**config.mk**
```make
export PLATFORM = sky130hd
export DESIGN_NAME = lc2k_regfile
export DESIGN_NICKNAME = d
export VERILOG_FILES = /design/src/rtl/lc2k_five_stage_pipeline_unit_assert.svh /design/src/rtl/lc2k_pkg.sv /design/src/rtl/lc2k_regfile.sv
export SDC_FILE = /design/constraint.sdc
export NUM_CORES = 1
export LEC_CHECK = 0
export BUFFER_PORTS_ARGS = -buffer_cell sky130_fd_sc_hd__buf_2
export CELL_PAD_IN_SITES_DETAIL_PLACEMENT = 2
export CELL_PAD_IN_SITES_GLOBAL_PLACEMENT = 2
export CORE_ASPECT_RATIO = 1.75
export CORE_MARGIN = 1.5
export CORE_UTILIZATION = 41
export CTS_CLUSTER_DIAMETER = 30
export DETAILED_ROUTE_END_ITERATION = 10
export PLACE_DENSITY = 0.77
export SYNTH_ARGS = -nofsm -noshare
export SYNTH_HDL_FRONTEND = slang
export SYNTH_SLANG_ARGS = --single-unit
```
**constraint.sdc**
```tcl
create_clock -name clk_i -period 1.4 [get_ports clk_i]
set_input_delay 0.07 -clock clk_i [delete_from_list [all_inputs] [get_ports clk_i]]
set_output_delay 0.07 -clock clk_i [all_outputs]
set_load 0.005 [all_outputs]
```
**src/rtl/lc2k_five_stage_pipeline_unit_assert.svh**
```systemverilog
// Assertion macros for the LC-2K pipeline unit.
// Included by the top level; depends on nothing else.
`ifndef LC2K_FIVE_STAGE_PIPELINE_UNIT_ASSERT_SVH
`define LC2K_FIVE_STAGE_PIPELINE_UNIT_ASSERT_SVH

// same-cycle implication
`define LC2K_ASSERT_NOW(label, clk, rst_n, ante, cons, msg) \
  label: assert property (@(posedge clk) disable iff (!rst_n) (ante) |-> (cons)) \
    else $error(msg);

// next-cycle implication
`define LC2K_ASSERT_NEXT(label, clk, rst_n, ante, cons, msg) \
  label: assert property (@(posedge clk) disable iff (!rst_n) (ante) |=> (cons)) \
    else $error(msg);

`endif

```
**src/rtl/lc2k_pkg.sv**
```systemverilog
// Shared types, constants and decode helpers for the LC-2K pipeline unit.
// No dependencies; used by every RTL module of the block.
`default_nettype none

package lc2k_pkg;

  localparam int unsigned MEM_DEPTH = 65536;
  localparam int unsigned MEM_AW    = 16;
  localparam int unsigned WORD_W    = 32;
  localparam int unsigned REG_COUNT = 8;
  localparam int unsigned RF_AW     = 3;

  localparam logic [WORD_W-1:0] NOOP_WORD = 32'h01C0_0000;

  localparam logic REQ_LOAD = 1'b0;
  localparam logic REQ_TICK = 1'b1;

  typedef enum logic [2:0] {
    OP_ADD  = 3'd0,
    OP_NOR  = 3'd1,
    OP_LW   = 3'd2,
    OP_SW   = 3'd3,
    OP_BEQ  = 3'd4,
    OP_JALR = 3'd5,
    OP_HALT = 3'd6,
    OP_NOOP = 3'd7
  } lc2k_op_e;

  typedef struct packed {
    logic                     req_type;
    logic [15:0]              load_addr;
    logic signed [WORD_W-1:0] load_word;
  } lc2k_in_t;

  typedef struct packed {
    logic                     halted;
    logic [15:0]              pc_value;
    logic [31:0]              cycle_count;
    logic                     wb_valid;
    logic [2:0]               wb_reg;
    logic signed [WORD_W-1:0] wb_data;
  } lc2k_out_t;

  typedef struct packed {
    logic              en;
    logic [MEM_AW-1:0] addr;
    logic [WORD_W-1:0] data;
  } lc2k_mem_wr_t;

  typedef struct packed {
    logic              en;
    logic [RF_AW-1:0]  idx;
    logic [WORD_W-1:0] data;
  } lc2k_rf_wr_t;

  typedef struct packed {
    logic [MEM_AW-1:0] imem_addr;
    logic [MEM_AW-1:0] dmem_addr;
    logic [RF_AW-1:0]  rf_ra;
    logic [RF_AW-1:0]  rf_rb;
  } lc2k_rd_t;

  function automatic lc2k_op_e op_of(input logic [WORD_W-1:0] w);
    return lc2k_op_e'(w[24:22]);
  endfunction

  function automatic logic [RF_AW-1:0] ra_of(input logic [WORD_W-1:0] w);
    return w[21:19];
  endfunction

  function automatic logic [RF_AW-1:0] rb_of(input logic [WORD_W-1:0] w);
    return w[18:16];
  endfunction

  function automatic logic writes_reg(input logic [WORD_W-1:0] w);
    return (op_of(w) == OP_ADD) || (op_of(w) == OP_NOR) || (op_of(w) == OP_LW);
  endfunction

  function automatic logic [RF_AW-1:0] dest_of(input logic [WORD_W-1:0] w);
    return (op_of(w) == OP_LW) ? w[18:16] : w[2:0];
  endfunction

endpackage

`default_nettype wire

```
**src/rtl/lc2k_regfile.sv**
```systemverilog
// Eight-entry register file, cleared at reset, two registered read ports
// with write-through. Depends on lc2k_pkg.
`default_nettype none

module lc2k_regfile (
  input  logic                         clk_i,
  input  logic                         rst_ni,
  input  lc2k_pkg::lc2k_rf_wr_t        wr_i,
  input  logic [lc2k_pkg::RF_AW-1:0]   ra_i,
  input  logic [lc2k_pkg::RF_AW-1:0]   rb_i,
  output logic [lc2k_pkg::WORD_W-1:0]  rd_a_o,
  output logic [lc2k_pkg::WORD_W-1:0]  rd_b_o
);
  import lc2k_pkg::*;

  logic [WORD_W-1:0] rf_q [REG_COUNT];
  logic [WORD_W-1:0] rd_a_q;
  logic [WORD_W-1:0] rd_b_q;

  always_ff @(posedge clk_i or negedge rst_ni) begin
    if (!rst_ni) begin
      for (int i = 0; i < REG_COUNT; i++) begin
        rf_q[i] <= '0;
      end
      rd_a_q <= '0;
      rd_b_q <= '0;
    end else begin
      if (wr_i.en) begin
        rf_q[wr_i.idx] <= wr_i.data;
      end
      rd_a_q <= (wr_i.en && (wr_i.idx == ra_i)) ? wr_i.data : rf_q[ra_i];
      rd_b_q <= (wr_i.en && (wr_i.idx == rb_i)) ? wr_i.data : rf_q[rb_i];
    end
  end

  assign rd_a_o = rd_a_q;
  assign rd_b_o = rd_b_q;

endmodule

`default_nettype wire

```
Word level (Yosys, flattened, before mapping):

Index checks and enable logic that the tools add are counted.

* magnitude comparators: 4
* equality and inequality tests: 2
* muxes and demuxes: 11
* bitwise operators: 3
* reductions and logical operators: 3

Operators with widths (number)
* bitwise mux 256 bit: 1
* 2-to-1 mux 32 bit: 7
* binary-select mux 32 bit (select 3 bit): 2
* demux 32 bit (select 3 bit): 1
* >= comparator 4 bit, second input constant: 3
* inverter 3 -> 4 bit: 3
* equality test 3 bit: 2
* less-than comparator 4 x 1 -> 1 bit, second input constant: 1
* logical AND 1 bit: 3

* register bits: 320
* input port bits: 44
* output and inout port bits: 64

Depth between registers and ports, before layout:

Gate-level depths: netlist of the first run.

* depth after elaboration: 6
* depth in mapped cells: 5
* depth with buffers taken out: 3

Worst setup path after synthesis of the first run:

OpenSTA, ideal clock, no wires.

* path kind: input-to-reg
* from: input ra_i[1] (netlist bit)
* to: register rd_a_q[0] (netlist: rd_a_o[0])
* setup time: 0.125 ns
* data arrival time: 1.421 ns
* required time: 1.275 ns
* setup slack: -0.146 ns
* stages: 5
* buffers on the path: 2
* path through: buf_2 > clkbuf_1 > mux4_2 > mux2_2 > mux2_2

* word-level cells in the longest chain between the ends: 5

Ends and longest elaborated chain
* from (decl): line lc2k_regfile.sv:9 `input logic [lc2k_pkg::RF_AW-1:0] ra_i,`
* inverter 3 -> 4 bit (implied by the code): line lc2k_regfile.sv:31 `rd_a_q <= (wr_i.en && (wr_i.idx == ra_i)) ? wr_i.data : rf_q[ra_i];`
* binary-select mux 32 bit (select 3 bit): line lc2k_regfile.sv:31
* 2-to-1 mux 32 bit (implied by the code) (2 in a row): line lc2k_regfile.sv:31
* 2-to-1 mux 32 bit (*): line lc2k_regfile.sv:31
* to (signal assigned): line lc2k_regfile.sv:31
* to (decl): line lc2k_regfile.sv:17 `logic [WORD_W-1:0] rd_a_q;`

Every way passes the cells marked *; elsewhere a longest branch is shown, timed or not. The select of a mux whose other input is x is not followed.
A chain may end at the register's enable or synchronous reset.

Worst setup path in the final report of the first run:

* from: register rf_q[157] (netlist bit)
* to: register rd_b_q[29] (netlist: rd_b_o[29])

* word-level cells in the longest chain between the ends: 4

Ends and longest elaborated chain
* from (decl): line lc2k_regfile.sv:16 `logic [WORD_W-1:0] rf_q [REG_COUNT];`
* from (signal, indexed assignment): line lc2k_regfile.sv:29 `rf_q[wr_i.idx] <= wr_i.data;`
* binary-select mux 32 bit (select 3 bit): line lc2k_regfile.sv:32 `rd_b_q <= (wr_i.en && (wr_i.idx == rb_i)) ? wr_i.data : rf_q[rb_i];`
* 2-to-1 mux 32 bit (implied by the code) (2 in a row): line lc2k_regfile.sv:32
* 2-to-1 mux 32 bit: line lc2k_regfile.sv:32
* to (signal assigned): line lc2k_regfile.sv:32
* to (decl): line lc2k_regfile.sv:18 `logic [WORD_W-1:0] rd_b_q;`

Every way passes these cells. The select of a mux whose other input is x is not followed.

==> results of run 1 <==
==> worst max-delay path: stages (launching register included) <==
cell and delay (ns):
dfrtp_1 0.43, mux4_2 0.52, mux2_4 0.29, mux2_4 0.28
==> cells in the mapped netlist <==
library cell / count / area (µm²)
nor3_1: 1 / 5.000
mux2_1: 30 / 337.8
mux2_4: 29 / 435.4
buf_8: 5 / 75.07
mux4_1: 52 / 1366
nand4b_1: 3 / 26.28
nand2b_1: 1 / 6.260
buf_6: 4 / 45.04
nand4_1: 3 / 18.77
nor3b_2: 2 / 25.02
buf_4: 4 / 30.03
buf_1: 40 / 150.1
dfrtp_1: 320 / 8008
clkbuf_1: 24 / 90.09
mux2_2: 325 / 3660
buf_12: 3 / 60.06
mux4_2: 76 / 1712
nand2_1: 1 / 3.750
buf_2: 22 / 110.1
nor3_2: 1 / 10.01
xnor2_1: 6 / 52.55
==> layout by cell type (no fill, tap or decap) <==
cell / synthesis / layout
dfrtp_1: 320 / 320
mux2_2: 325 / 237
mux4_2: 76 / 128
mux2_4: 29 / 117
buf_2: 22 / 102
buf_4: 4 / 79
clkbuf_16: 0 / 50
buf_12: 3 / 36
dlygate4sd3_1: 0 / 34
mux2_1: 30 / 30
clkbuf_8: 0 / 10
bufinv_16: 0 / 8
inv_6: 0 / 7
xnor2_1: 6 / 6
clkinv_2: 0 / 5
clkinvlp_4: 0 / 5
nand4_1: 3 / 3
nand4b_1: 3 / 3
clkbuf_1: 24 / 3
nor3_4: 0 / 2
nor3b_4: 0 / 2
clkinv_4: 0 / 2
nand2b_1: 1 / 1
nand2_1: 1 / 1
clkinv_8: 0 / 1
inv_8: 0 / 1
buf_8: 5 / 1
==> per-layer routing <==
layer  track usage  vias to the layer above  share of wire  routed length, µm
met2        0.4760                      296           0.55              28690
met5             0                        -              0                  0
li1              -                     4039              -                  -
met3       0.03221                       99          0.035               1801
met4       0.08922                        0          0.028               1459
met1        0.3031                     5476           0.38              19770
==> stage by stage <==
step | instance area, µm² | std cells
floorplan | 16200 | 952
global placement | 17710 | 1516
detailed placement | 17710 | 1516
CTS | 20280 | 1667
global route | 20430 | 1684
finish | 20430 | 1684
==> sequential cells by signal, indices dropped and copies added (netlist names) <==
register,cells
rd_b_o,32
rf_q,256
rd_a_o,32
==> logic make-up (layout without fill, tap and decap cells) <==
logic type,after synthesis,in the layout,share of synthesized area
flip-flops,320,320,0.4935
AND/OR/NAND/NOR,12,12,0.005860
buffers and inverters,102,344,0.03454
multiplexers,512,512,0.4629
XOR/XNOR,6,6,0.003238
==> area by class of cell <==
type	count	area [µm²]	share of cell area
Clock buffer	63	1400	0.06852
Clock inverter	29	409.1	0.02002
Multi-Input combinational cell	530	7824	0.3829
Sequential cell	320	8008	0.3919
Tap cell	490	613.1	0.03000
Timing Repair Buffer	252	2180	0.1067
==> timing repair <==
action | CTS | global route
setup endpoints to repair | 64 | 64
pin swaps | 0 | 0
gates cloned | 0 | 0
hold endpoints to repair | 639 | 0
buffers inserted | 25 | 17
hold buffers | 34 | 0
gates resized for setup | 60 | 8
==> how the worst max path moves through the flow <==
stage / cells after the start / to / slack (ns) / startpoint
final: 3 / rd_b_o[29] / -0.24 / rf_q[157]
after global placement: 5 / rd_b_o[8] / -0.32 / rb_i[0]
after global routing: 3 / rd_a_o[21] / -0.24 / rf_q[21]
after CTS: 3 / rd_a_o[21] / -0.19 / rf_q[21]
after detailed placement: 5 / rd_b_o[29] / -0.35 / rb_i[0]
after floorplan: 5 / rd_a_o[21] / -0.06 / ra_i[0]
==> power groups by stage <==
stage	Sequential (µW)	Combinational, µW	Clock (µW)
6_report	13200	7890	13500
5_1_grt	13400	8370	14000
4_1_cts	13100	7680	13600
3_5_place_dp	13100	6750	0
3_3_place_gp	12800	6420	0
2_1_floorplan	12500	4760	0
==> results.sh, run 1 <==
export IMPL_layout_drive_gt1_share=0.6642
export IMPL_fin_ws_ns=-0.2373
export IMPL_p_leak_uw=0.009044
export IMPL_p_sw_uw=9396
export IMPL_cts_sinks=320
export IMPL_power_uw=34530
export IMPL_p_per_area_mw_per_mm2=1690
export IMPL_place_gp_congestion=0.7361
export IMPL_io_buffers=107
export IMPL_ys_types=21
export IMPL_antenna_found_initial=0
export IMPL_cts_tree="yes"
export IMPL_fill_cells=3467
export IMPL_die_y_um=266.2
export IMPL_max_cap_violations=0
export IMPL_grt_remaining_overflow=0
export IMPL_grt_pass1_vias=11847
export IMPL_fin_skew_ns=0.02739
export IMPL_slew_violations=0
export IMPL_violations="setup timing"
export IMPL_dp_hpwl_um=28680
export IMPL_dr_first_iter_drc_count=393
export IMPL_clk_path_buf_depth=3
export IMPL_cts_made_buffers=50
export IMPL_cts_root_buf="clkbuf_16"
export IMPL_clk_pin_slew_ns=0.06
export IMPL_routed_wl_um=51720
export IMPL_core_area_mm2=0.03916
export IMPL_combPwrFrac=0.228
export IMPL_ios=108
export IMPL_critPathRequiredTime_ns=1.86
export IMPL_peakVddDrop_mv=1.033
export IMPL_ys_seq_area_frac=0.4935
export IMPL_path_max_fanout=3
export IMPL_p_int_uw=25140
export IMPL_timing_slew_headroom=0.5073
export IMPL_synth_seq_cells=320
export IMPL_fin_crit_ns=1.637
export IMPL_fin_util=0.5218
export IMPL_postSynthCellCount=952
export IMPL_rr_endpoint="rd_b_o[29]"
export IMPL_initial_core_util=0.4144
export IMPL_cp_start_kind="flop"
export IMPL_finalSetupTns_ns=-9.710
export IMPL_dp_slack_ns=-0.3510
export IMPL_reg2reg_slack_ns=-0.24
export IMPL_ant_nets=0
export IMPL_timing_rr_start="rf_q[157]"
export IMPL_finalCritPeriodShare=1.170
export IMPL_nets=1198
export IMPL_die_area_mm2=0.04083
export IMPL_crit_arrival_ns=2.09
export IMPL_vias=9910
export IMPL_syn_to_final_growth_pct=25.92
export IMPL_path_class="reg -> reg"
export IMPL_hold_viol_final=0
export IMPL_endpoint_kind="flop"
export IMPL_tightest_slew_ns=0.7365
export IMPL_rows=96
export IMPL_route_detailed_drc=0
export IMPL_drt_wirelength_per_cell_um=30.71
export IMPL_whs_ns=0.1017
export IMPL_hold_class="in -> async"
export IMPL_avgSynthCellArea_um2=17.04
export IMPL_setup_viol=64
export IMPL_grt_max_degree=60
export IMPL_cts_htree_levels=2
export IMPL_syn_area_mm2=0.01623
export IMPL_swShare=0.2721
export IMPL_seq_power_share=0.382
export IMPL_syn_nets=996
export IMPL_first_pass_iters=4
export IMPL_yosys_warnings=0
export IMPL_rsz0062_at_grt="true"
export IMPL_ff2ff_path_depth=3
export IMPL_p_clk_frac=0.390
export IMPL_status="finished, violations left"
export IMPL_grt_use_total=0.2560
export IMPL_grt_pass1_wl_um=77270
export IMPL_die_x_um=153.4
export IMPL_viasPerCell=5.885
export IMPL_diodes=0
export IMPL_clk_latency_ns=0.59
export IMPL_fmax_mhz=610.7
Power figures use the tool's default switching activity.
==> run 2, diff against run 1 <==
--- a/config.mk
+++ b/config.mk
@@ -6,11 +6,9 @@
 export NUM_CORES = 1
 export LEC_CHECK = 0
 export BUFFER_PORTS_ARGS = -buffer_cell sky130_fd_sc_hd__buf_2
-export CELL_PAD_IN_SITES_DETAIL_PLACEMENT = 2
-export CELL_PAD_IN_SITES_GLOBAL_PLACEMENT = 2
 export CORE_ASPECT_RATIO = 1.75
 export CORE_MARGIN = 1.5
-export CORE_UTILIZATION = 41
+export CORE_UTILIZATION = 55
 export CTS_CLUSTER_DIAMETER = 30
 export DETAILED_ROUTE_END_ITERATION = 10
 export PLACE_DENSITY = 0.77
==> run 2 against run 1 <==
Against the previous run: the run still ends with setup timing left; power shrank 11%; fmax grew 6.0%; global-route usage down 0.81 points; cell area down 4.5%; non-clock buffer count shrank 43; wire length down 30%; hold slack better by 0.099 ns; sequential share of layout area is 1.8 points higher; via count shrank 7.3%; register-to-register slack gained 0.09 ns.
==> results.sh, run 2 (same netlist as run 1, synthesis figures left out) <==
export IMPL_status="finished, violations left"
export IMPL_violations="setup timing"
export IMPL_vias=9188
export IMPL_final_cell_mix="320 x dfrtp_1, 255 x mux2_2, 128 x mux4_2"
export IMPL_drt_wirelength_per_cell_um=23.89
export IMPL_tightest_slew_ns=0.4257
export IMPL_grt_pass1_vias=10011
export IMPL_worstPathCellList="mux4_2 -> mux2_2 -> mux2_4"
export IMPL_hold_class="in -> reg"
export IMPL_finalCritPeriodShare=1.103
export IMPL_path_max_fanout=3
export IMPL_fin_ws_ns=-0.1446
export IMPL_fill_cells=1946
export IMPL_ant_nets=0
export IMPL_path_class="reg -> reg"
export IMPL_fin_util=0.6690
export IMPL_place_gp_congestion=0.7382
export IMPL_grt_use_total=0.2480
export IMPL_cp_start_kind="flop"
export IMPL_crit_family="multiplexers"
export IMPL_cts_root_buf="clkbuf_16"
export IMPL_timing_rr_start="rf_q[242]"
export IMPL_cts_tree="yes"
export IMPL_die_y_um=230.2
export IMPL_grt_remaining_overflow=0
export IMPL_reg2reg_slack_ns=-0.14
export IMPL_final_common_cell="dfrtp_1"
export IMPL_cts_made_buffers=42
export IMPL_dr_first_iter_drc_count=473
export IMPL_route_detailed_drc=0
export IMPL_critPathRequiredTime_ns=1.82
export IMPL_setup_viol=64
export IMPL_die_area_mm2=0.03058
export IMPL_max_cap_violations=0
export IMPL_die_x_um=132.8
export IMPL_wl_met3_um=1477
export IMPL_ios=108
export IMPL_grt_pass1_wl_um=57620
export IMPL_ff2ff_path_depth=3
export IMPL_hold_viol_final=0
export IMPL_p_per_area_mw_per_mm2=1574
export IMPL_dp_slack_ns=-0.2854
export IMPL_drt_met1_wl_um=14640
export IMPL_p_leak_uw=0.008561
export IMPL_dp_hpwl_um=21760
export IMPL_clk_path_buf_depth=3
export IMPL_cts_htree_levels=2
export IMPL_slew_violations=0
export IMPL_layout_drive_gt1_share=0.6481
export IMPL_rsz0062_at_grt="true"
export IMPL_regMostFlops="rf_q"
export IMPL_top_layer_used="met4"
export IMPL_hp_start="ra_i[1]"
export IMPL_critPathBufInv=0
export IMPL_core_area_mm2=0.02918
export IMPL_clk_pin_slew_ns=0.06
export IMPL_startpoint="rf_q[242]"
export IMPL_timing_slew_headroom=0.7162
export IMPL_grt_max_degree=63
export IMPL_fin_skew_ns=0.01282
export IMPL_diodes=0
export IMPL_wl_met2_um=19240
export IMPL_initial_core_util=0.5561
export IMPL_cts_sinks=320
export IMPL_slowest_stage="mux4_2"
export IMPL_peakVddDrop_mv=0.9133
export IMPL_cpPeakStageDelay_ns=0.48
export IMPL_clk_latency_ns=0.54
export IMPL_power_uw=30720
export IMPL_endpoint_kind="flop"
export IMPL_viasPerCell=6.061
export IMPL_rr_endpoint="rd_a_o[18]"
export IMPL_whs_endpoint="rd_a_o[30]"
export IMPL_io_buffers=107
export IMPL_fmax_mhz=647.4
export IMPL_fin_crit_ns=1.545
export IMPL_routed_wl_um=36210
export IMPL_antenna_found_initial=0
export IMPL_largest_register_ffs=256
export IMPL_crit_arrival_ns=1.97
export IMPL_whs_ns=0.2008
export IMPL_hold_path_depth=4
export IMPL_syn_to_final_growth_pct=20.30
export IMPL_first_pass_iters=4
export IMPL_crit_cells=3
export IMPL_rows=83
export IMPL_nets=1147
[run 2: cell count changes in the layout (fill, tap and decap cells not counted)]
| cell | previous run | this run |
|---|---|---|
| buf_4 | 79 | 38 |
| mux2_2 | 237 | 255 |
| mux2_4 | 117 | 99 |
| clkbuf_16 | 50 | 43 |
| clkbuf_8 | 10 | 3 |
| bufinv_16 | 8 | 5 |
| buf_12 | 36 | 34 |
| clkbuf_1 | 3 | 1 |
| clkinv_2 | 5 | 6 |
| clkinv_8 | 1 | 0 |
| clkinvlp_4 | 5 | 6 |
| inv_8 | 1 | 2 |
[run 2: worst max path at each step]
| stage | to | slack [ns] |
|---|---|---|
| 4_1_cts | rd_a_o[18] | -0.14 |
| 5_1_grt | rd_a_o[18] | -0.16 |
| 6_report | rd_a_o[18] | -0.14 |
| 3_3_place_gp | rd_a_o[15] | -0.27 |
| 3_5_place_dp | rd_a_o[12] | -0.29 |
| 2_1_floorplan | rd_a_o[21] | -0.06 |
[run 2: power by group]
group / internal [µW] / switching (µW) / leakage (µW)
logic: 4710 / 2140 / 0.00402
clock network: 6780 / 4230 / 0.000700
registers: 11500 / 1410 / 0.00384
total: 22900 / 7780 / 0.00856
[run 2: metrics by stage]
step	cell area, µm²	cells	TNS, ns
floorplan	16200	952	-5.626
global placement	17450	1394	-21.87
detailed placement	17450	1394	-25.21
CTS	19440	1512	-6.763
global route	19520	1516	-8.798
finish	19520	1516	-6.911
[run 2: repair_timing]
item | in CTS | in global routing
resized for setup | 37 | 13
endpoints found under the hold margin | 640 | 0
hold buffers | 34 | 0
setup endpoints to repair | 64 | 64
setup buffers | 9 | 4
[run 2: layer usage]
metal	vias up	global-route usage
li1	3937	-
met1	4973	0.3213
met2	218	0.4274
met3	60	0.03483
met4	0	0.08894
met5	-	0
[run 2: layout make-up]
class / count / area (µm²) / area share
Timing Repair Buffer: 209 / 1832 / 0.09383
Clock inverter: 28 / 326.6 / 0.01673
Tap cell: 382 / 478.0 / 0.02448
Multi-Input combinational cell: 530 / 7756 / 0.3973
Clock buffer: 47 / 1121 / 0.05743
Sequential cell: 320 / 8008 / 0.4102
[run 2: tightest hold or removal path, cell delays in order]
cell and delay (ns):
buf_4 0.17, mux4_2 0.20, mux2_4 0.13, mux2_2 0.13
