**src/rtl/lc2k_five_stage_pipeline_unit_assert.svh**
```systemverilog
// Assertion macros for the LC-2K pipeline unit.
// Included by the top level; depends on nothing else.
`ifndef LC2K_FIVE_STAGE_PIPELINE_UNIT_ASSERT_SVH
`define LC2K_FIVE_STAGE_PIPELINE_UNIT_ASSERT_SVH

// same-cycle implication
`define LC2K_ASSERT_NOW(label, clk, rst_n, ante, cons, msg) \
  label: assert property (@(posedge clk) disable iff (!rst_n) (ante) |-> (cons)) \
    else $error(msg);

// next-cycle implication
`define LC2K_ASSERT_NEXT(label, clk, rst_n, ante, cons, msg) \
  label: assert property (@(posedge clk) disable iff (!rst_n) (ante) |=> (cons)) \
    else $error(msg);

`endif

```
**src/rtl/lc2k_pkg.sv**
```systemverilog
// Shared types, constants and decode helpers for the LC-2K pipeline unit.
// No dependencies; used by every RTL module of the block.
`default_nettype none

package lc2k_pkg;

  localparam int unsigned MEM_DEPTH = 65536;
  localparam int unsigned MEM_AW    = 16;
  localparam int unsigned WORD_W    = 32;
  localparam int unsigned REG_COUNT = 8;
  localparam int unsigned RF_AW     = 3;

  localparam logic [WORD_W-1:0] NOOP_WORD = 32'h01C0_0000;

  localparam logic REQ_LOAD = 1'b0;
  localparam logic REQ_TICK = 1'b1;

  typedef enum logic [2:0] {
    OP_ADD  = 3'd0,
    OP_NOR  = 3'd1,
    OP_LW   = 3'd2,
    OP_SW   = 3'd3,
    OP_BEQ  = 3'd4,
    OP_JALR = 3'd5,
    OP_HALT = 3'd6,
    OP_NOOP = 3'd7
  } lc2k_op_e;

  typedef struct packed {
    logic                     req_type;
    logic [15:0]              load_addr;
    logic signed [WORD_W-1:0] load_word;
  } lc2k_in_t;

  typedef struct packed {
    logic                     halted;
    logic [15:0]              pc_value;
    logic [31:0]              cycle_count;
    logic                     wb_valid;
    logic [2:0]               wb_reg;
    logic signed [WORD_W-1:0] wb_data;
  } lc2k_out_t;

  typedef struct packed {
    logic              en;
    logic [MEM_AW-1:0] addr;
    logic [WORD_W-1:0] data;
  } lc2k_mem_wr_t;

  typedef struct packed {
    logic              en;
    logic [RF_AW-1:0]  idx;
    logic [WORD_W-1:0] data;
  } lc2k_rf_wr_t;

  typedef struct packed {
    logic [MEM_AW-1:0] imem_addr;
    logic [MEM_AW-1:0] dmem_addr;
    logic [RF_AW-1:0]  rf_ra;
    logic [RF_AW-1:0]  rf_rb;
  } lc2k_rd_t;

  function automatic lc2k_op_e op_of(input logic [WORD_W-1:0] w);
    return lc2k_op_e'(w[24:22]);
  endfunction

  function automatic logic [RF_AW-1:0] ra_of(input logic [WORD_W-1:0] w);
    return w[21:19];
  endfunction

  function automatic logic [RF_AW-1:0] rb_of(input logic [WORD_W-1:0] w);
    return w[18:16];
  endfunction

  function automatic logic writes_reg(input logic [WORD_W-1:0] w);
    return (op_of(w) == OP_ADD) || (op_of(w) == OP_NOR) || (op_of(w) == OP_LW);
  endfunction

  function automatic logic [RF_AW-1:0] dest_of(input logic [WORD_W-1:0] w);
    return (op_of(w) == OP_LW) ? w[18:16] : w[2:0];
  endfunction

endpackage

`default_nettype wire

```
**src/rtl/lc2k_core.sv**
```systemverilog
// Pipeline state registers and the per-beat next-state logic (IF..WB,
// hazard stall, forwarding, branch squash). Depends on lc2k_pkg.
`default_nettype none

module lc2k_core (
  input  logic                         clk_i,
  input  logic                         rst_ni,
  input  logic                         acc_i,
  input  lc2k_pkg::lc2k_in_t           item_i,
  input  logic [lc2k_pkg::WORD_W-1:0]  imem_rd_i,
  input  logic [lc2k_pkg::WORD_W-1:0]  dmem_rd_i,
  input  logic [lc2k_pkg::WORD_W-1:0]  rf_a_i,
  input  logic [lc2k_pkg::WORD_W-1:0]  rf_b_i,
  output lc2k_pkg::lc2k_rd_t           rd_o,
  output lc2k_pkg::lc2k_mem_wr_t       sw_wr_o,
  output lc2k_pkg::lc2k_rf_wr_t        rf_wr_o,
  output lc2k_pkg::lc2k_out_t          res_o
);
  import lc2k_pkg::*;

  logic [MEM_AW-1:0] fetch_pc_q, fetch_pc_d;
  logic [WORD_W-1:0] ifid_instr_q, ifid_instr_d;
  logic [MEM_AW-1:0] ifid_npc_q, ifid_npc_d;
  logic [WORD_W-1:0] idex_instr_q, idex_instr_d;
  logic [MEM_AW-1:0] idex_npc_q, idex_npc_d;
  logic [WORD_W-1:0] idex_a_q, idex_a_d;
  logic [WORD_W-1:0] idex_b_q, idex_b_d;
  logic [15:0]       idex_off_q, idex_off_d;
  logic [WORD_W-1:0] exmem_instr_q, exmem_instr_d;
  logic [MEM_AW-1:0] exmem_tgt_q, exmem_tgt_d;
  logic              exmem_eq_q, exmem_eq_d;
  logic [WORD_W-1:0] exmem_alu_q, exmem_alu_d;
  logic [WORD_W-1:0] exmem_b_q, exmem_b_d;
  logic [WORD_W-1:0] memwb_instr_q, memwb_instr_d;
  logic [WORD_W-1:0] memwb_data_q, memwb_data_d;
  logic [WORD_W-1:0] wbend_instr_q, wbend_instr_d;
  logic [WORD_W-1:0] wbend_data_q, wbend_data_d;
  logic [31:0]       cycles_q, cycles_d;

  logic              tick;
  logic              stall;
  logic              taken;
  logic              sw_en;
  logic              wb_en;
  logic [RF_AW-1:0]  wb_idx;
  logic [WORD_W-1:0] fa, fb;
  logic [WORD_W-1:0] off32;
  logic [WORD_W-1:0] n_ext;
  lc2k_op_e          eop, mop;

  always_comb begin
    tick  = acc_i && (item_i.req_type == REQ_TICK) && (op_of(memwb_instr_q) != OP_HALT);
    eop   = op_of(idex_instr_q);
    mop   = op_of(exmem_instr_q);
    stall = (eop == OP_LW) && ((ra_of(ifid_instr_q) == rb_of(idex_instr_q)) ||
                               (rb_of(ifid_instr_q) == rb_of(idex_instr_q)));

    // operand forwarding, youngest stage last so it wins
    fa = idex_a_q;
    fb = idex_b_q;
    if (writes_reg(wbend_instr_q)) begin
      if (ra_of(idex_instr_q) == dest_of(wbend_instr_q)) fa = wbend_data_q;
      if (rb_of(idex_instr_q) == dest_of(wbend_instr_q)) fb = wbend_data_q;
    end
    if (writes_reg(memwb_instr_q)) begin
      if (ra_of(idex_instr_q) == dest_of(memwb_instr_q)) fa = memwb_data_q;
      if (rb_of(idex_instr_q) == dest_of(memwb_instr_q)) fb = memwb_data_q;
    end
    if (writes_reg(exmem_instr_q)) begin
      if (ra_of(idex_instr_q) == dest_of(exmem_instr_q)) fa = exmem_alu_q;
      if (rb_of(idex_instr_q) == dest_of(exmem_instr_q)) fb = exmem_alu_q;
    end

    off32 = {{16{idex_off_q[15]}}, idex_off_q};
    n_ext = {16'b0, idex_npc_q} + off32;

    // IF / ID
    fetch_pc_d   = fetch_pc_q + MEM_AW'(1);
    ifid_instr_d = imem_rd_i;
    ifid_npc_d   = fetch_pc_q + MEM_AW'(1);
    idex_instr_d = ifid_instr_q;
    idex_npc_d   = ifid_npc_q;
    idex_a_d     = idex_a_q;
    idex_b_d     = idex_b_q;
    idex_off_d   = idex_off_q;
    if (stall) begin
      idex_instr_d = NOOP_WORD;
      fetch_pc_d   = fetch_pc_q;
      ifid_instr_d = ifid_instr_q;
      ifid_npc_d   = ifid_npc_q;
    end else begin
      idex_a_d   = rf_a_i;
      idex_b_d   = rf_b_i;
      idex_off_d = ifid_instr_q[15:0];
    end

    // EX
    exmem_instr_d = idex_instr_q;
    exmem_tgt_d   = n_ext[MEM_AW-1:0];
    exmem_eq_d    = exmem_eq_q;
    exmem_alu_d   = exmem_alu_q;
    exmem_b_d     = exmem_b_q;
    case (eop)
      OP_ADD:  exmem_alu_d = fa + fb;
      OP_NOR:  exmem_alu_d = ~(fa | fb);
      OP_LW,
      OP_SW:   exmem_alu_d = fa + off32;
      OP_BEQ: begin
        exmem_eq_d  = (fa == fb);
        exmem_alu_d = n_ext;
      end
      OP_NOOP: exmem_alu_d = '0;
      default: ;
    endcase
    if (eop != OP_NOOP) exmem_b_d = fb;

    // MEM
    memwb_instr_d = exmem_instr_q;
    memwb_data_d  = memwb_data_q;
    taken         = 1'b0;
    sw_en         = 1'b0;
    case (mop)
      OP_LW:   memwb_data_d = dmem_rd_i;
      OP_SW:   sw_en = 1'b1;
      OP_BEQ:  taken = exmem_eq_q;
      OP_NOOP,
      OP_HALT: memwb_data_d = '0;
      default: memwb_data_d = exmem_alu_q;
    endcase
    if (taken) begin
      fetch_pc_d    = exmem_tgt_q;
      ifid_instr_d  = NOOP_WORD;
      idex_instr_d  = NOOP_WORD;
      exmem_instr_d = NOOP_WORD;
    end

    // WB
    wb_en         = writes_reg(memwb_instr_q);
    wb_idx        = dest_of(memwb_instr_q);
    wbend_instr_d = memwb_instr_q;
    wbend_data_d  = memwb_data_q;
    cycles_d      = cycles_q + 32'd1;

    if (!tick) begin
      fetch_pc_d    = fetch_pc_q;
      ifid_instr_d  = ifid_instr_q;
      ifid_npc_d    = ifid_npc_q;
      idex_instr_d  = idex_instr_q;
      idex_npc_d    = idex_npc_q;
      idex_a_d      = idex_a_q;
      idex_b_d      = idex_b_q;
      idex_off_d    = idex_off_q;
      exmem_instr_d = exmem_instr_q;
      exmem_tgt_d   = exmem_tgt_q;
      exmem_eq_d    = exmem_eq_q;
      exmem_alu_d   = exmem_alu_q;
      exmem_b_d     = exmem_b_q;
      memwb_instr_d = memwb_instr_q;
      memwb_data_d  = memwb_data_q;
      wbend_instr_d = wbend_instr_q;
      wbend_data_d  = wbend_data_q;
      cycles_d      = cycles_q;
    end
  end

  always_ff @(posedge clk_i or negedge rst_ni) begin
    if (!rst_ni) begin
      fetch_pc_q    <= '0;
      ifid_instr_q  <= NOOP_WORD;
      ifid_npc_q    <= '0;
      idex_instr_q  <= NOOP_WORD;
      idex_npc_q    <= '0;
      idex_a_q      <= '0;
      idex_b_q      <= '0;
      idex_off_q    <= '0;
      exmem_instr_q <= NOOP_WORD;
      exmem_tgt_q   <= '0;
      exmem_eq_q    <= 1'b0;
      exmem_alu_q   <= '0;
      exmem_b_q     <= '0;
      memwb_instr_q <= NOOP_WORD;
      memwb_data_q  <= '0;
      wbend_instr_q <= NOOP_WORD;
      wbend_data_q  <= '0;
      cycles_q      <= '0;
    end else begin
      fetch_pc_q    <= fetch_pc_d;
      ifid_instr_q  <= ifid_instr_d;
      ifid_npc_q    <= ifid_npc_d;
      idex_instr_q  <= idex_instr_d;
      idex_npc_q    <= idex_npc_d;
      idex_a_q      <= idex_a_d;
      idex_b_q      <= idex_b_d;
      idex_off_q    <= idex_off_d;
      exmem_instr_q <= exmem_instr_d;
      exmem_tgt_q   <= exmem_tgt_d;
      exmem_eq_q    <= exmem_eq_d;
      exmem_alu_q   <= exmem_alu_d;
      exmem_b_q     <= exmem_b_d;
      memwb_instr_q <= memwb_instr_d;
      memwb_data_q  <= memwb_data_d;
      wbend_instr_q <= wbend_instr_d;
      wbend_data_q  <= wbend_data_d;
      cycles_q      <= cycles_d;
    end
  end

  // read addresses track next state so read data is ready for the next beat
  assign rd_o.imem_addr = fetch_pc_d;
  assign rd_o.dmem_addr = exmem_alu_d[MEM_AW-1:0];
  assign rd_o.rf_ra     = ra_of(ifid_instr_d);
  assign rd_o.rf_rb     = rb_of(ifid_instr_d);

  assign sw_wr_o.en   = tick && sw_en;
  assign sw_wr_o.addr = exmem_alu_q[MEM_AW-1:0];
  assign sw_wr_o.data = exmem_b_q;

  assign rf_wr_o.en   = tick && wb_en;
  assign rf_wr_o.idx  = wb_idx;
  assign rf_wr_o.data = memwb_data_q;

  assign res_o.halted      = (op_of(memwb_instr_d) == OP_HALT);
  assign res_o.pc_value    = fetch_pc_d;
  assign res_o.cycle_count = cycles_d;
  assign res_o.wb_valid    = tick && wb_en;
  assign res_o.wb_reg      = (tick && wb_en) ? wb_idx : '0;
  assign res_o.wb_data     = (tick && wb_en) ? memwb_data_q : '0;

endmodule

`default_nettype wire

```
**config.mk**
```make
export PLATFORM = sky130hd
export DESIGN_NAME = lc2k_core
export DESIGN_NICKNAME = d
export VERILOG_FILES = /design/src/rtl/lc2k_five_stage_pipeline_unit_assert.svh /design/src/rtl/lc2k_pkg.sv /design/src/rtl/lc2k_core.sv
export SDC_FILE = /design/constraint.sdc
export NUM_CORES = 1
export LEC_CHECK = 0
export BUFFER_PORTS_ARGS = -buffer_cell sky130_fd_sc_hd__buf_4
export CAP_MARGIN = 10
export CORE_MARGIN = 8
export CORE_UTILIZATION = 57
export DETAILED_ROUTE_END_ITERATION = 8
export PLACE_DENSITY = 0.84
export SYNTH_ARGS = -nofsm -noshare
export SYNTH_HDL_FRONTEND = slang
export SYNTH_SLANG_ARGS = --single-unit
```
**constraint.sdc**
```tcl
create_clock -name clk_i -period 7.2 [get_ports clk_i]
set_input_delay 1.44 -clock clk_i [delete_from_list [all_inputs] [get_ports clk_i]]
set_output_delay 1.44 -clock clk_i [all_outputs]
set_load 0.005 [all_outputs]
```
; After elaboration in Yosys (flattened, before gate mapping)
; Index checks and enable logic that the tools add are counted.
[word_totals]
reg_bits = 430
input_bits = 180
out_inout_bits = 208
word_cells = 117
[classes]
addsub = 5
n_eq_ne = 28
mux = 33
n_bitwise = 4
n_reduce_logical = 26
[op_table]
columns = op, n
row1 = $mux 32, 14
row2 = $pmux 32 s5, 1
row3 = $mux 25, 6
row4 = $pmux 32 s3, 1
row5 = $add 32x32->32, 2
row6 = $mux 16, 4
row7 = $add 32x1->32 const B, 1
row8 = $eq 32x32->1, 1
row9 = $not 32->32, 1
row10 = $or 32x32->32, 1
row11 = $eq 3x3->1, 8
row12 = $mux 22, 1
row13 = $add 17x16->18, 1
row14 = $eq 3x2->1 const B, 6
row15 = $eq 3x3->1 const B, 6
row16 = $add 16x1->16 const B, 1
row17 = $eq 3x1->1 const B, 4
row18 = $logic_not 3->1, 4
row19 = $mux 3, 4
row20 = $reduce_and 2->1, 6
row21 = $logic_or 1x1->1, 7
row22 = $ne 3x3->1 const B, 2
row23 = $reduce_or 2->1, 3
row24 = $logic_and 1x1->1, 5
row25 = 4 further kinds, 6

; Longest topological paths before layout
[logic_depth]
word_depth = 13
ltp_mapped = 23
ltp_nobuf = 20

; Worst setup path before layout
; No wires, ideal clock.
[synth_timing]
path_type = register to output
start = register memwb_instr_q[23]
end = output rd_o[19] in the netlist's numbering
arrival_time_ns = 4.844
t_required_ns = 5.760
slack_ns = 0.916
path_stages_with_launch = 20
path_buffers = 2
path_cell_list = dfstp_2 -> clkbuf_1 -> nor3b_2 -> mux2i_1 -> xnor2_1 -> nor3_2 -> clkbuf_1 -> o21ai_1 -> mux2i_1 -> a21oi_1 -> ha_1 -> a21o_1 -> a221oi_1 -> o221ai_1 -> a31o_2 -> a21o_1 -> a21oi_1 -> xnor2_1 -> a21oi_1 -> a21oi_1
[synth_rtl]
columns = element, line_no
row1 = from (decl), lc2k_core.sv:34  ; logic [WORD_W-1:0] memwb_instr_q, memwb_instr_d;
row2 = from (signal assigned), lc2k_core.sv:200  ; memwb_instr_q <= memwb_instr_d;
row3 = to (decl), lc2k_core.sv:14  ; output lc2k_pkg::lc2k_rd_t rd_o,

==> results.md <==
- Top library cells by usage in the layout, fill and taps aside: sky130_fd_sc_hd__nand2_1, sky130_fd_sc_hd__buf_4, sky130_fd_sc_hd__dfrtp_1, sky130_fd_sc_hd__nor2_1, sky130_fd_sc_hd__a21oi_1
- Die outline width: 208 um
- Die Height: 208 um
- Register area share after synthesis: about 44%
- Start point of the worst min-delay path: cycles_q[31]$_DFF_PN0_
- Initial Utilization: around 58%
- Number of buffers on the longest clock path: 3
- Most instantiated flip-flop cell in the synthesis netlist: sky130_fd_sc_hd__dfrtp_1
- Final clock skew: a little under 0.03 ns
- Number of global-route vias before repair: about 20,000
- Overall die area: 43,300 um^2
- Worst Hold Class: reg2reg
- Cell types with the largest area share after synthesis: sky130_fd_sc_hd__dfrtp_1, sky130_fd_sc_hd__nand2_1, sky130_fd_sc_hd__ha_1, sky130_fd_sc_hd__mux2i_1, sky130_fd_sc_hd__a21oi_1
- Area growth from synthesis to layout: 22.5%
- Depth of the most critical reg-to-reg path: 22
- Number of levels the H-tree was split into: 2
- Run status: finished, final reports clean
- Average detailed-routed wire length per instance: 21.5 um
- TritonCTS clock tree: built
- Highest achievable clock rate: about 140 MHz
- Critical register-to-register path startpoint: wbend_instr_q[23]$_DFFE_PN1P_
- Clock root cell: sky130_fd_sc_hd__clkbuf_16
- Detailed Place HPWL: approximately 50 mm
- Post-CTS clock slew at the launch and capture registers of the worst setup and hold paths: around 0.06 ns
- Transition at the pin with the smallest max-transition slack: around 1.2 ns
- Busiest metal layer after global routing: met2
- Drt first pass iters: 5
- Cell taking the most area after synthesis: sky130_fd_sc_hd__dfrtp_1
- Nature of the critical path endpoint: output pin
- Worst reg2reg path endpoint: exmem_alu_q[31]$_DFFE_PN0P_
- Worst-path fanout max: 5
- Aggregate negative setup slack: 0 ns
- Inserted Clock Buffers: 41
- Category of the most critical setup path: reg2out
- Count of routing violations after the opening detailed-route iteration: ~1,800
- Mapped cell area: around 21,000 um^2
- Placed instance count: ~3,200
- Total of max-cap violations: 0
- GR Util All Layers: 31.6%
- Commonest non-fill, non-tap cell in the layout: sky130_fd_sc_hd__nand2_1
- # rows: 70
- Maximum number of pins on one net before global-route repair: around 130
- Post-synth EDFFs: 0
- Number of instances on the worst hold path: 1
- Count of antenna-violating nets left after detailed routing: 0
- Routed vias: between 15,000 and 20,000
- DRC: 0
- Avg Vias per Cell: between 6 and 7
- Data arrival time of the critical path: about 5.6 ns
- Share of cells above drive strength 1: between 15 and 20%
- Met2 capacity usage during global routing: 53.8%
- Top-level I/O count: roughly 390
- Number of register bits inferred by synthesis: around 370
- Post-route non-filler standard cell count: between 3,000 and 4,000
- Antenna violations before repair: 1
- Total grt overflow: 0
- Num Clock Sinks: approximately 370
- Core Footprint: about 37,000 um^2
- GRT met3 Usage: 5.76%
- RSZ-0062 raised after global routing: true
- Clock latency of the later-clocked register in the worst-skew pair: roughly 0.59 ns
- Post-layout min period: roughly 7 ns
- Post-synthesis net count: 2,754
- ANT cells: 0
- Filler instances: 2,761
- Slack of the worst reg-to-reg path: approximately 1.6 ns
- Number of max-slew violations in the final report: 0
- Final clock period utilization by the worst path: a little over nine tenths
- Final setup violation count: 0
- RePlAce Congestion: about 0.94
- Port Buffer Count: approximately 330
- End point of the worst hold path: cycles_q[31]$_DFF_PN0_
- Met1 track utilization from global routing: between 30% and 40%
- Final number of hold-violating endpoints: 0
- Post-synth top area share: between 40% and 50%
- Total Routed Length: 70.3 mm
- Critical path required time: roughly 5.8 ns
- Max transition margin: 18.4%
- Sort of element at the start of the critical path: register
- Synth Area per Inst: between 8 and 9 um^2
- Post-synth cell types: 77
- Number of instances in the synthesized netlist: about 2,500
- Global-route wire length before repair: roughly 110 mm
- Final #Nets: just over 3,000
- Ys Warns: 0
- Async set-or-reset flop fraction in the synthesized netlist: 100%
==> synthesized netlist by cell type (all sizes together), types with 11 or more instances <==
| master | number |
|---|---|
| nor2b | 14 |
| ha | 82 |
| a21o | 15 |
| o21ai | 175 |
| a22oi | 47 |
| a221oi | 12 |
| mux2i | 100 |
| and3 | 22 |
| a22o | 26 |
| buf | 54 |
| a21oi | 186 |
| dfstp | 15 |
| xor2 | 40 |
| a211oi | 12 |
| and2 | 38 |
| inv | 59 |
| xnor2 | 68 |
| nor3 | 16 |
| nand3 | 42 |
| nor4 | 11 |
| clkbuf | 121 |
| dfrtp | 354 |
| nand2 | 667 |
| nor2 | 178 |
| a31oi | 11 |
==> critical path, stage by stage (launching register included) <==
cell and delay (ns):
sky130_fd_sc_hd__dfstp_2 0.56, sky130_fd_sc_hd__or3b_4 0.43, sky130_fd_sc_hd__mux2i_4 0.22, sky130_fd_sc_hd__xor2_1 0.26, sky130_fd_sc_hd__and3_4 0.34, sky130_fd_sc_hd__buf_4 0.15, sky130_fd_sc_hd__mux2i_1 0.19, sky130_fd_sc_hd__o21ai_1 0.09
sky130_fd_sc_hd__mux2i_2 0.14, sky130_fd_sc_hd__buf_4 0.16, sky130_fd_sc_hd__a21oi_1 0.08, sky130_fd_sc_hd__ha_1 0.40, sky130_fd_sc_hd__a21o_1 0.21, sky130_fd_sc_hd__a221oi_2 0.28, sky130_fd_sc_hd__buf_4 0.17, sky130_fd_sc_hd__o221ai_2 0.13
sky130_fd_sc_hd__a31o_2 0.27, sky130_fd_sc_hd__a21o_1 0.20, sky130_fd_sc_hd__a21oi_2 0.15, sky130_fd_sc_hd__xnor2_1 0.13, sky130_fd_sc_hd__a21oi_1 0.08, sky130_fd_sc_hd__a21oi_1 0.14, sky130_fd_sc_hd__buf_4 0.16, sky130_fd_sc_hd__buf_4 0.11
==> routing by layer <==
| layer | up-vias | wire length [um] |
|---|---|---|
| li1 | 9055 | - |
| met1 | 9633 | 27700 |
| met2 | 902 | 34300 |
| met3 | 199 | 5080 |
| met4 | 0 | 3200 |
| met5 | - | 0 |
==> what timing repair did <==
action	CTS	global route
hold endpoints to repair	0	0
pin swaps	3	12
hold buffers	0	0
resized for setup	10	24
setup buffers	8	16
cloned	0	0
endpoints found under the setup margin	8	8
==> logic make-up (layout without fill, tap and decap cells) <==
logic type	after synthesis	count (layout)	synth area share, %
mux	103	103	4.93
simple gates	1027	1027	20.4
fa+ha+maj	84	84	5.06
xor+xnor	108	108	4.53
buf+inv	235	552	4.86
compound gates	564	564	16.3
flops	369	369	44.0
==> per-stage QoR <==
stage	util [%]	setup WS, ns	area (um^2)	hold slack (ns)
after detailed placement	65.6	0.267	23900	0.456
final	70.6	0.132	25800	0.461
after CTS	70.0	0.00122	25600	0.467
after global routing	70.6	-0.0465	25800	0.472
after floorplan	-	0.916	21000	0.439
after global placement	65.6	0.370	23900	0.453
==> flip-flops by register name, summed over array words and instances, names as in the netlist <==
signal         flops
idex_a_q          32
exmem_b_q         32
idex_off_q        16
exmem_tgt_q       16
wbend_instr_q      9
idex_b_q          32
exmem_alu_q       32
ifid_instr_q      25
exmem_eq_q         1
exmem_instr_q      9
cycles_q          32
ifid_npc_q        16
fetch_pc_q        16
idex_instr_q      12
memwb_data_q      32
wbend_data_q      32
memwb_instr_q      9
idex_npc_q        16
==> worst max-delay path by stage <==
stage,from,to,depth (start not counted)
2_1_floorplan,memwb_instr_q[23]$_DFF_PN1_,rd_o[19],19
3_3_place_gp,memwb_instr_q[23]$_DFF_PN1_,rd_o[18],23
3_5_place_dp,memwb_instr_q[23]$_DFF_PN1_,rd_o[18],23
4_1_cts,wbend_instr_q[23]$_DFFE_PN1P_,rd_o[19],22
5_1_grt,wbend_instr_q[23]$_DFFE_PN1P_,rd_o[19],23
6_report,wbend_instr_q[23]$_DFFE_PN1P_,rd_o[19],23
==> layout make-up <==
class | count | area (um^2) | area share [%]
Clock inverter | 21 | 315 | 1.22
Timing Repair Buffer | 416 | 3190 | 12.4
Clock buffer | 55 | 1170 | 4.53
Multi-Input combinational cell | 1886 | 11000 | 42.8
Tap cell | 468 | 586 | 2.27
Sequential cell | 369 | 9250 | 35.9
Inverter | 60 | 225 | 0.874
Power is not shown: default switching activity piles up to over one toggle a cycle in this logic, so the estimate is an artifact.
